<file path="src/hw/rtl/sorted_list_engine_defines.svh">
// assertion macros for the sorted list engine
`ifndef SORTED_LIST_ENGINE_DEFINES_SVH
`define SORTED_LIST_ENGINE_DEFINES_SVH

`ifndef NO_ASSERTIONS
// implication or plain property checked on every clock outside reset
`define SLE_ASSERT(lbl, clk, rst, prop, msg) \
  lbl: assert property (@(posedge clk) disable iff (rst) (prop)) else $error(msg);
// condition that must never be seen outside reset
`define SLE_NEVER(lbl, clk, rst, expr, msg) \
  lbl: assert property (@(posedge clk) disable iff (rst) !(expr)) else $error(msg);
`else
`define SLE_ASSERT(lbl, clk, rst, prop, msg)
`define SLE_NEVER(lbl, clk, rst, expr, msg)
`endif

`endif

</file>
<file path="src/hw/rtl/sle_pkg.sv">
`default_nettype none

package sle_pkg;

  localparam int CAPACITY_DEF = 16;
  localparam int DATA_W       = 32;
  localparam int POS_W        = 4;
  localparam int CMD_W        = 2;
  localparam int STATUS_W     = 3;

  typedef enum logic [CMD_W-1:0] {
    CMD_INSERT = 2'd0,
    CMD_DELETE = 2'd1,
    CMD_SEARCH = 2'd2,
    CMD_LIST   = 2'd3
  } cmd_t;

  typedef enum logic [STATUS_W-1:0] {
    ST_INSERTED  = 3'd0,
    ST_DELETED   = 3'd1,
    ST_FOUND     = 3'd2,
    ST_NOT_FOUND = 3'd3,
    ST_FULL      = 3'd4,
    ST_LISTED    = 3'd5,
    ST_EMPTY     = 3'd6
  } status_t;

  typedef enum logic [1:0] {
    ELEM_VAL  = 2'd0,
    ELEM_RAM  = 2'd1,
    ELEM_ZERO = 2'd2
  } elem_sel_t;

  typedef enum logic {
    RD_IDX  = 1'b0,
    RD_MOVE = 1'b1
  } rd_sel_t;

  typedef enum logic {
    WR_VAL = 1'b0,
    WR_RAM = 1'b1
  } wr_sel_t;

  // controller to datapath
  typedef struct packed {
    logic      load;
    logic      idx_inc;
    logic      ptr_load;
    logic      ptr_step;
    logic      rd_en;
    rd_sel_t   rd_sel;
    logic      wr_en;
    wr_sel_t   wr_sel;
    logic      cnt_inc;
    logic      cnt_dec;
    logic      emit;
    status_t   res_status;
    elem_sel_t elem_sel;
    logic      pos_zero;
    logic      list_mode;
  } ctl_t;

  // datapath to controller
  typedef struct packed {
    cmd_t cmd;
    logic full;
    logic empty;
    logic scan_end;
    logic hit;
    logic move_done;
    logic list_last;
  } sts_t;

endpackage

`default_nettype wire

</file>
<file path="src/hw/rtl/sle_ram.sv">
`default_nettype none

module sle_ram #(
  parameter int WIDTH = 32,
  parameter int DEPTH = 16
) (
  input  wire logic                     clk,
  input  wire logic                     we,
  input  wire logic [$clog2(DEPTH)-1:0] waddr,
  input  wire logic [WIDTH-1:0]         wdata,
  input  wire logic                     re,
  input  wire logic [$clog2(DEPTH)-1:0] raddr,
  output logic      [WIDTH-1:0]         rdata
);

  logic [WIDTH-1:0] mem [DEPTH];

  always_ff @(posedge clk) begin
    if (we) begin
      mem[waddr] <= wdata;
    end
    if (re) begin
      rdata <= mem[raddr];
    end
  end

endmodule

`default_nettype wire

</file>
<file path="src/hw/rtl/sle_ctrl.sv">
`default_nettype none

module sle_ctrl (
  input  wire logic          clk,
  input  wire logic          rst,
  input  wire logic          start,
  input  wire sle_pkg::sts_t sts,
  output sle_pkg::ctl_t      ctl,
  output logic               busy
);

  import sle_pkg::*;

  typedef enum logic [8:0] {
    S_IDLE     = 9'b000000001,
    S_DISPATCH = 9'b000000010,
    S_SCAN_REQ = 9'b000000100,
    S_SCAN_CHK = 9'b000001000,
    S_MOVE_RD  = 9'b000010000,
    S_MOVE_WR  = 9'b000100000,
    S_LIST_RD  = 9'b001000000,
    S_LIST_OUT = 9'b010000000,
    S_SPARE    = 9'b100000000
  } state_t;

  state_t state, state_next;

  always_ff @(posedge clk) begin
    if (rst) begin
      state <= S_IDLE;
    end else begin
      state <= state_next;
    end
  end

  assign busy = (state != S_IDLE);

  always_comb begin
    state_next = state;
    ctl        = '0;
    unique case (state)
      S_IDLE: begin
        if (start) begin
          ctl.load   = 1'b1;
          state_next = S_DISPATCH;
        end
      end
      S_DISPATCH: begin
        if (sts.cmd == CMD_INSERT && sts.full) begin
          ctl.emit       = 1'b1;
          ctl.res_status = ST_FULL;
          ctl.elem_sel   = ELEM_VAL;
          ctl.pos_zero   = 1'b1;
          state_next     = S_IDLE;
        end else if (sts.cmd == CMD_LIST && sts.empty) begin
          ctl.emit       = 1'b1;
          ctl.res_status = ST_EMPTY;
          ctl.elem_sel   = ELEM_ZERO;
          ctl.pos_zero   = 1'b1;
          state_next     = S_IDLE;
        end else if (sts.cmd == CMD_LIST) begin
          state_next = S_LIST_RD;
        end else begin
          state_next = S_SCAN_REQ;
        end
      end
      S_SCAN_REQ: begin
        if (sts.scan_end) begin
          if (sts.cmd == CMD_INSERT) begin
            ctl.ptr_load = 1'b1;
            state_next   = S_MOVE_RD;
          end else begin
            ctl.emit       = 1'b1;
            ctl.res_status = ST_NOT_FOUND;
            ctl.elem_sel   = ELEM_VAL;
            ctl.pos_zero   = 1'b1;
            state_next     = S_IDLE;
          end
        end else begin
          ctl.rd_en  = 1'b1;
          ctl.rd_sel = RD_IDX;
          state_next = S_SCAN_CHK;
        end
      end
      S_SCAN_CHK: begin
        if (!sts.hit) begin
          ctl.idx_inc = 1'b1;
          state_next  = S_SCAN_REQ;
        end else if (sts.cmd == CMD_SEARCH) begin
          ctl.emit       = 1'b1;
          ctl.res_status = ST_FOUND;
          ctl.elem_sel   = ELEM_VAL;
          state_next     = S_IDLE;
        end else begin
          ctl.ptr_load = 1'b1;
          state_next   = S_MOVE_RD;
        end
      end
      S_MOVE_RD: begin
        if (sts.move_done) begin
          ctl.emit     = 1'b1;
          ctl.elem_sel = ELEM_VAL;
          state_next   = S_IDLE;
          if (sts.cmd == CMD_INSERT) begin
            ctl.wr_en      = 1'b1;
            ctl.wr_sel     = WR_VAL;
            ctl.cnt_inc    = 1'b1;
            ctl.res_status = ST_INSERTED;
          end else begin
            ctl.cnt_dec    = 1'b1;
            ctl.res_status = ST_DELETED;
          end
        end else begin
          ctl.rd_en  = 1'b1;
          ctl.rd_sel = RD_MOVE;
          state_next = S_MOVE_WR;
        end
      end
      S_MOVE_WR: begin
        ctl.wr_en    = 1'b1;
        ctl.wr_sel   = WR_RAM;
        ctl.ptr_step = 1'b1;
        state_next   = S_MOVE_RD;
      end
      S_LIST_RD: begin
        ctl.rd_en  = 1'b1;
        ctl.rd_sel = RD_IDX;
        state_next = S_LIST_OUT;
      end
      S_LIST_OUT: begin
        ctl.emit       = 1'b1;
        ctl.res_status = ST_LISTED;
        ctl.elem_sel   = ELEM_RAM;
        ctl.list_mode  = 1'b1;
        ctl.idx_inc    = 1'b1;
        state_next     = sts.list_last ? S_IDLE : S_LIST_RD;
      end
      default: begin
        state_next = S_IDLE;
      end
    endcase
  end

endmodule

`default_nettype wire

</file>
<file path="src/hw/rtl/sle_datapath.sv">
`default_nettype none

module sle_datapath #(
  parameter int CAPACITY = sle_pkg::CAPACITY_DEF
) (
  input  wire logic                               clk,
  input  wire logic                               rst,
  input  wire logic [sle_pkg::CMD_W-1:0]          command,
  input  wire logic signed [sle_pkg::DATA_W-1:0]  value,
  input  wire sle_pkg::ctl_t                      ctl,
  output sle_pkg::sts_t                           sts,
  output logic                                    strobe,
  output logic [sle_pkg::STATUS_W-1:0]            status,
  output logic signed [sle_pkg::DATA_W-1:0]       element,
  output logic [sle_pkg::POS_W-1:0]               position,
  output logic                                    last
);

  import sle_pkg::*;

  localparam int AW = $clog2(CAPACITY);
  localparam int IW = $clog2(CAPACITY + 1);

  cmd_t                     cmd;
  logic signed [DATA_W-1:0] val;
  logic [IW-1:0]            idx;
  logic [IW-1:0]            ptr;
  logic [IW-1:0]            count;

  logic [AW-1:0]            raddr;
  logic [DATA_W-1:0]        wdata;
  logic [DATA_W-1:0]        rdata;
  logic signed [DATA_W-1:0] rdata_s;
  logic                     is_insert;

  assign is_insert = (cmd == CMD_INSERT);
  assign rdata_s   = $signed(rdata);

  // insert shifts toward the tail, delete toward the head
  always_comb begin
    unique case (ctl.rd_sel)
      RD_IDX:  raddr = AW'(idx);
      RD_MOVE: raddr = is_insert ? AW'(ptr - IW'(1)) : AW'(ptr + IW'(1));
      default: raddr = AW'(idx);
    endcase
  end

  assign wdata = (ctl.wr_sel == WR_RAM) ? rdata : val;

  sle_ram #(
    .WIDTH (DATA_W),
    .DEPTH (CAPACITY)
  ) u_ram (
    .clk   (clk),
    .we    (ctl.wr_en),
    .waddr (AW'(ptr)),
    .wdata (wdata),
    .re    (ctl.rd_en),
    .raddr (raddr),
    .rdata (rdata)
  );

  always_ff @(posedge clk) begin
    if (ctl.load) begin
      cmd <= cmd_t'(command);
      val <= value;
    end
    if (ctl.load) begin
      idx <= '0;
    end else if (ctl.idx_inc) begin
      idx <= idx + IW'(1);
    end
    if (ctl.ptr_load) begin
      ptr <= is_insert ? count : idx;
    end else if (ctl.ptr_step) begin
      ptr <= is_insert ? (ptr - IW'(1)) : (ptr + IW'(1));
    end
  end

  always_ff @(posedge clk) begin
    if (rst) begin
      count <= '0;
    end else if (ctl.cnt_inc) begin
      count <= count + IW'(1);
    end else if (ctl.cnt_dec) begin
      count <= count - IW'(1);
    end
  end

  // insert stops at the first entry not smaller, delete and search at the first equal one
  always_comb begin
    sts.cmd       = cmd;
    sts.full      = (count == IW'(CAPACITY));
    sts.empty     = (count == '0);
    sts.scan_end  = (idx == count);
    sts.hit       = is_insert ? !(rdata_s < val) : (rdata_s == val);
    sts.move_done = is_insert ? (ptr == idx) : ((ptr + IW'(1)) == count);
    sts.list_last = ((idx + IW'(1)) == count);
  end

  always_ff @(posedge clk) begin
    if (rst) begin
      strobe <= 1'b0;
    end else begin
      strobe <= ctl.emit;
    end
  end

  always_ff @(posedge clk) begin
    if (ctl.emit) begin
      status   <= ctl.res_status;
      position <= ctl.pos_zero ? '0 : POS_W'(idx);
      last     <= ctl.list_mode ? sts.list_last : 1'b1;
      unique case (ctl.elem_sel)
        ELEM_VAL:  element <= val;
        ELEM_RAM:  element <= rdata_s;
        ELEM_ZERO: element <= '0;
        default:   element <= val;
      endcase
    end
  end

endmodule

`default_nettype wire

</file>
<file path="src/hw/rtl/sorted_list_engine.sv">
// channel   direction  ports                                  transaction
// command   in         start, command, value                  start high while busy low
// result    out        strobe, status, element, position, last  strobe high for one cycle
//
// one command at a time; busy stays high from acceptance until its last result is issued
// insert, delete, search: a scan over the entries, then a shift for an insert or a found delete;
// the scan and the shift read each entry through the registered read of the entry ram
// list: one result per entry, read from the ram; empty list or full insert: one result from dispatch
// synchronous reset clears the fill count, the controller and the result strobe
// results cannot be stalled: each is shown for exactly one cycle
`default_nettype none

`include "sorted_list_engine_defines.svh"

module sorted_list_engine #(
  parameter int CAPACITY = sle_pkg::CAPACITY_DEF
) (
  input  wire logic                               clk,
  input  wire logic                               rst,
  input  wire logic                               start,
  input  wire logic [sle_pkg::CMD_W-1:0]          command,
  input  wire logic signed [sle_pkg::DATA_W-1:0]  value,
  output logic                                    busy,
  output logic                                    strobe,
  output logic [sle_pkg::STATUS_W-1:0]            status,
  output logic signed [sle_pkg::DATA_W-1:0]       element,
  output logic [sle_pkg::POS_W-1:0]               position,
  output logic                                    last
);

  import sle_pkg::*;

  ctl_t ctl;
  sts_t sts;

  sle_ctrl u_ctrl (
    .clk   (clk),
    .rst   (rst),
    .start (start),
    .sts   (sts),
    .ctl   (ctl),
    .busy  (busy)
  );

  sle_datapath #(
    .CAPACITY (CAPACITY)
  ) u_datapath (
    .clk      (clk),
    .rst      (rst),
    .command  (command),
    .value    (value),
    .ctl      (ctl),
    .sts      (sts),
    .strobe   (strobe),
    .status   (status),
    .element  (element),
    .position (position),
    .last     (last)
  );

  `SLE_ASSERT(a_result_from_work, clk, rst, strobe |-> $past(busy), "result without a transaction")
  `SLE_ASSERT(a_accept_busy, clk, rst, (start && !busy) |=> busy, "accepted command left idle")
  `SLE_NEVER(a_insert_when_full, clk, rst, ctl.cnt_inc && sts.full, "insert into a full list")
  `SLE_NEVER(a_write_idle, clk, rst, ctl.wr_en && !busy, "ram written while idle")

endmodule

`default_nettype wire

</file>
<file path="config.mk">
export PLATFORM = sky130hd
export DESIGN_NAME = sorted_list_engine
export DESIGN_NICKNAME = d
export VERILOG_FILES = /design/src/hw/rtl/sle_pkg.sv /design/src/hw/rtl/sle_ram.sv /design/src/hw/rtl/sle_ctrl.sv /design/src/hw/rtl/sle_datapath.sv /design/src/hw/rtl/sorted_list_engine.sv
export VERILOG_INCLUDE_DIRS = /design/src /design/src/hw/rtl
export SDC_FILE = /design/constraint.sdc
export NUM_CORES = 1
export LEC_CHECK = 0
export BUFFER_PORTS_ARGS = -buffer_cell sky130_fd_sc_hd__buf_2
export CAP_MARGIN = 20
export CORE_UTILIZATION = 62
export DETAILED_ROUTE_END_ITERATION = 6
export GPL_TIMING_DRIVEN = 0
export PLACE_DENSITY_LB_ADDON = 0.08
export SYNTH_ARGS = -nofsm -noshare
export SYNTH_HDL_FRONTEND = slang
export SYNTH_SLANG_ARGS = --single-unit
</file>
<file path="constraint.sdc">
create_clock -name clk -period 5.84 [get_ports clk]
set_input_delay 0.292 -clock clk [delete_from_list [all_inputs] [get_ports clk]]
set_output_delay 0.292 -clock clk [all_outputs]
set_load 0.005 [all_outputs]
</file>
# Word level (Yosys, flattened, before mapping)
# Memories as Yosys holds them, arrays and structs flattened. A register that Yosys moved wholly into a read port is not among the register bits.
# Cells that the tools add are included.
[totals]
regBits = 99
mem_bits_rw = 512
input_bits = 37
output_inout_bits = 42
elab_cells = 99
memories = 1
[op_classes]
addsub = 5
n_lt_le_gt_ge = 1
n_eq_ne = 20
mux = 53
bitwise_logic = 1
reduce_logical = 7
[mem_list]
columns = ["name", "depth", "width", "read_ports", "rd_clocked_by_memory_dff", "write_ports", "line", "text"]
rows = [
  ["u_datapath.u_ram.mem", 16, 32, 1, 1, 1, "sle_ram.sv:16", "logic [WIDTH-1:0] mem [DEPTH];"],
]
[ops]
columns = ["cell", "n"]
rows = [
  ["$pmux W9 S8", 1],
  ["$pmux W32 S2", 1],
  ["$mux W7", 7],
  ["$mux W5", 9],
  ["$eq A32 B32 Y1", 1],
  ["$lt A32 B32 Y1", 1],
  ["$mux W32", 1],
  ["$pmux W6 S5", 1],
  ["$mux W9", 3],
  ["$eq A5 B5 Y1", 4],
  ["$mux W6", 3],
  ["$add A5 B1 Y5 const B", 3],
  ["$mux W1", 15],
  ["$mux W10", 1],
  ["$sub A5 B1 Y5 const B", 2],
  ["$eq A9 B1 Y1 const B", 1],
  ["$eq A9 B2 Y1 const B", 1],
  ["$eq A9 B3 Y1 const B", 1],
  ["$eq A9 B4 Y1 const B", 1],
  ["$eq A9 B5 Y1 const B", 1],
  ["$eq A9 B6 Y1 const B", 1],
  ["$eq A9 B7 Y1 const B", 1],
  ["$eq A9 B8 Y1 const B", 1],
  ["$ne A9 B1 Y1 const B", 1],
  ["other kinds (17)", 25],
]

# Depth between registers and ports, before layout
[depth]
ltp_word = 7
mapped_depth = 14
mapped_depth_nobuf = 13

# Cells and area by module
# Synthesis repeated with hierarchy kept, for this count alone.
[hier_totals]
hier_cells = 1403
area_unflattened_um2 = 25831.0
[by_module_without_submodules]
columns = ["mod", "n_inst", "cells_each", "area_per_inst_um2", "seq_area_each_um2"]
rows = [
  ["sle_ram", 1, 838, 20155.6, 16335.7],
  ["sle_datapath", 1, 465, 4996.0, 2592.5],
  ["sle_ctrl", 1, 100, 679.4, 160.2],
]

# Worst setup path after synthesis
# Ideal clock, no wire load.
[synth_path]
path_kind = "register -> register"
startpoint = "reg u_datapath.ptr[0]"
endpoint = "mem u_datapath.u_ram.mem[3][0], enable pin"
setup_ns = 0.461
t_arrival_ns = 3.903
required_ns = 5.379
path_slack_ns = 1.476
stages_incl_launch_ff = 9
n_path_buf = 1
synth_period_minus_slack_ns = 4.364
cell_sequence = "edfxtp_1 -> buf_2 -> xor2_1 -> nor4_1 -> nand3_1 -> or2_2 -> nand2_1 -> nand2_1 -> nor3_1"
[synth_via]
elab_chain_len = 7
word_cells_on_any_way = 8
classes_between = "add/sub: 1; eq/ne: 2; mux: 5"
[synth_lines]
columns = ["item", "line", "text"]
rows = [
  ["from (decl)", "sle_datapath.sv:27", "logic [IW-1:0] ptr;"],
  ["from (signal assigned)", "sle_datapath.sv:74", "ptr <= is_insert ? count : idx;"],
  ["from (signal assigned)", "sle_datapath.sv:76", "ptr <= is_insert ? (ptr - IW'(1)) : (ptr + IW'(1));"],
  ["$add A5 B1 Y5", "-", ""],
  ["$eq A5 B5 Y1", "sle_datapath.sv:97", "sts.move_done = is_insert ? (ptr == idx) : ((ptr + IW'(1)) == count);"],
  ["$mux W1", "sle_datapath.sv:97", ""],
  ["$mux W10", "sle_ctrl.sv:100", "if (sts.move_done) begin"],
  ["$pmux W2 S2", "sle_ctrl.sv:41", "unique case (state)"],
  ["$mux W1", "sle_ram.sv:19", "if (we) begin"],
  ["$mux W1 (not written as such)", "sle_ram.sv:20", "mem[waddr] <= wdata;"],
  ["to (decl)", "sle_ram.sv:16", ""],
]
# Parallel ways exist; a longest one is shown, timed or not.

# Worst setup path in the final report
[layout_path]
startpoint = "reg u_datapath.ptr[0]"
endpoint = "reg u_datapath.u_ram.rdata[0] (read register of u_datapath.u_ram.mem) (data pin)"
[layout_via]
elab_chain_len = 7
word_cells_on_any_way = 10
classes_between = "add/sub: 2; eq/ne: 2; mux: 5; bitwise: 1"
[layout_lines]
columns = ["item", "line", "text"]
rows = [
  ["$add A5 B1 Y5", "sle_datapath.sv:43", "RD_MOVE: raddr = is_insert ? AW'(ptr - IW'(1)) : AW'(ptr + IW'(1));"],
  ["$eq A5 B5 Y1", "sle_datapath.sv:97", ""],
  ["$mux W1", "sle_datapath.sv:97", ""],
  ["$mux W2", "sle_ctrl.sv:100", ""],
  ["$pmux W2 S3", "sle_ctrl.sv:41", ""],
  ["$not A1 Y1", "sle_datapath.sv:41", "unique case (ctl.rd_sel)"],
  ["$pmux W4 S2", "sle_datapath.sv:41", ""],
  ["to (decl)", "sle_ram.sv:13", "output logic [WIDTH-1:0] rdata"],
]
# Parallel ways exist; a longest one is shown, timed or not.
# A chain may end at the register's enable or synchronous reset.

==> impl_results.md <==
* Diodes inserted at 0
* Clk_lat worst skew at 0.62 ns
* Postcts setup bufs at 0
* DRT iter0 DRCs at 1667
* Maximum fanout along the worst path at 10
* Comb pwr share at 0.030
* Die ar. at 43050 sq um
* Critical Path AT at roughly 4.8 ns
* Vias in the first global route at about 15000
* Switching Power at ~0.0019 W
* Hold crit path type: input port to register
* Crit end category: register
* Cell Rows at 74
* Final Core Density at 0.7332
* Reg power frac at 0.547
* Fin nets at 1864
* RSZ-0062 raised after global routing: no
* Pint at about 0.0075 W
* Placed cell count at 2219
* Synth-to-Final Area Change at 15.39%
* First-pass GRT wire length at 93990 um
* DP Area at 27860 sq um
* Final setup viols at 0
* # port buffers at 77
* Gpl congestion at 0.8685
* Clock root cell: clkbuf_16
* DR vias at about 15000
* Async SR Flop Fraction at 0
* Worst setup SP type: register
* WL final at between 60000 and 70000 um
* Starting Density at 0.6354
* Top cells by area, synth: edfxtp_1 71%, mux2i_1 10%, o22ai_1 3.1%
* Cell area power density at 311.3 nW/um^2
* Fmax achieved at 224.2 MHz
* Share of layout cells above drive strength 1 at 0.1690
* Switching share of power at 0.1999
* DP Wirelength at 41190 um
* Top-count cell post-synth: edfxtp_1
* Max VDD drop at 352.7 uV
* CTS buffer count at 60
* Synth Flop Type: edfxtp_1
* Netlist cell types at 57
* Non-Filler Instances at 2366
* Period utilisation layout at 0.7636
* Post-synthesis cell count at 1577
* Post-synth top area share at 0.7146
* EDFF count, synth at 623
* Post-cts resize count at 0
* Initial antenna violation count at 0
* Initial DRT Pass Iterations at 6
* Clock share of power at 0.423
* Mapped Nets at 1657
* Setup TNS at 0 ns
* Status: finished clean
* Slew headroom at 0.2246
* Synth cell count leaders: 623 x edfxtp_1, 268 x mux2i_1, 129 x o22ai_1, 48 x nand2_1
* Die height at 207.5 um
* Area leader, netlist: edfxtp_1
* Die width at 207.5 um
* Synth Cell Area at roughly 26000 sq um
* Final min period at around 4.5 ns
* Tot Pwr at 0.009404 W
* Core area at 41200 sq um
* Number of synthesized register bits at 642
* Clock Sinks at 642
* Setup Skew at 0.01483 ns
* Synthesis Warnings at 0
* H-tree depth at 2
* I/O pin cnt at 79
* Setup CP Type: register to register
* Sequential-to-total area share from yosys stat at 0.7291
* Via-to-Cell Ratio at 6.412
* Clk slew on worst S/H paths at 0.06 ns
* CTS tree: built
* Residual DRC at 0
* Post-Syn Area per Cell at 16.60 sq um
* Worst-Margin Slew at about 1.2 ns
* Antenna Nets Post-Route at 0
* Max Slew Vio Count at 0
* Grt ovf at 0
* CP required at 6.20 ns
* Largest net degree at the start of global routing at 24
* Max_cap viols at 0
* P_leak at 12.04 nW
* Fin area at roughly 30000 sq um
* WL/cell at between 20 and 30 um
* Clk buf depth at 3
* Total track usage at 0.3010
* Fin. Hold Viols at 0
## per-layer routing
| layer | GRT usage | share of wire | routed length, um | up-vias |
|---|---|---|---|---|
| li1 | - | - | - | 6665 |
| met1 | 0.4158 | 0.41 | 26380 | 7671 |
| met2 | 0.4969 | 0.48 | 31280 | 696 |
| met3 | 0.04251 | 0.076 | 4889 | 138 |
| met4 | 0.1014 | 0.032 | 2048 | 0 |
| met5 | 0 | 0 | 0 | - |
## cells by family (layout without fill, tap and decap cells)
kind of cell | after synthesis | after routing | share of synthesized area
buf+inv | 122 | 379 | 0.02103
xor+xnor | 31 | 31 | 0.01037
compound gates | 228 | 228 | 0.05807
mux | 304 | 304 | 0.1180
fa+ha+maj | 43 | 43 | 0.02084
flops | 642 | 642 | 0.7291
simple gates | 207 | 207 | 0.04263
## area by class of cell
cell class,instances,area [sq um]
timing repair buffer,145,1241
multi-input combinational,813,6663
clock inverter,41,436.7
buffer,80,392.9
sequential,642,19090
clock buffer,71,1564
fill,2532,10990
inverter,42,157.7
tap,532,665.6
## repair_timing
action	in CTS	in global routing
endpoints found under the setup margin	0	0
hold buffers	35	0
hold endpoints to repair	35	0
## worst paths after layout
check                           slack (ns)              start  cells past startpoint                   endpoint
worst max-delay path                  1.38  u_datapath.ptr[0]                     13  u_datapath.u_ram.rdata[0]
worst min-delay path                  0.04                rst                      2        u_datapath.count[4]
worst max register to register        1.38  u_datapath.ptr[0]                     13  u_datapath.u_ram.rdata[0]
worst min register to register        0.56    u_ctrl.state[1]                      2            u_ctrl.state[1]
## flip-flops by register name, indices dropped and copies added, names as in the netlist, 5 cells and up
register,count
u_datapath.u_ram.mem,512
u_datapath.idx,5
u_ctrl.state,8
u_datapath.count,5
u_datapath.element,32
u_datapath.ptr,5
u_datapath.val,32
u_datapath.u_ram.rdata,32
## critical path, cell delays in order (launching register included)
cell	delay (ns)
edfxtp_1	0.38
buf_2	0.22
inv_1	0.13
ha_1	0.41
xor2_1	0.18
nor3_1	0.19
o211ai_2	0.19
nand3b_1	0.18
mux2i_1	0.53
buf_2	0.44
buf_2	0.48
mux2i_1	0.28
o22ai_1	0.12
or4_1	0.45
## metrics by stage
step                      setup WS (ns)  hold WS (ns)
after floorplan                   1.476        0.3909
after global placement           -1.649        0.4692
after detailed placement          1.392        0.4701
after CTS                         1.365       0.02823
after global routing              1.134       0.06882
final                             1.381       0.04072
## cell usage in the layout, fill, tap and decap left out, types with 5 or more instances in the layout
cell and instances:
nand2b_1 5, bufinv_16 9, dfxtp_1 19, xor2_1 10, buf_4 13, buf_12 14
or4_1 33, nor2_4 13, o22ai_1 129, nand3b_1 5, a21oi_1 26, o21ai_0 14
nand4_1 9, mux2i_1 268, mux2_2 36, clkinv_1 14, inv_1 42, ha_1 42
dlygate4sd3_1 35, buf_6 14, nand2_1 47, clkbuf_1 36, nor2_1 29, nor4_1 7
edfxtp_1 623, nand3_1 13, a22o_1 31, clkbuf_16 61, and2_1 7, xnor2_1 21
clkinv_2 14, buf_2 114, nor2b_1 8, buf_1 6
## power groups by stage
stage	clock (W)	combinational [W]	sequential (W)
2_1_floorplan	0	0.000156	0.00523
3_3_place_gp	0	0.000235	0.00524
3_5_place_dp	0	0.000253	0.00524
4_1_cts	0.00399	0.000273	0.00514
5_1_grt	0.00416	0.000302	0.00514
6_report	0.00398	0.000278	0.00514
No activity file was read; power rests on OpenSTA's default activity.
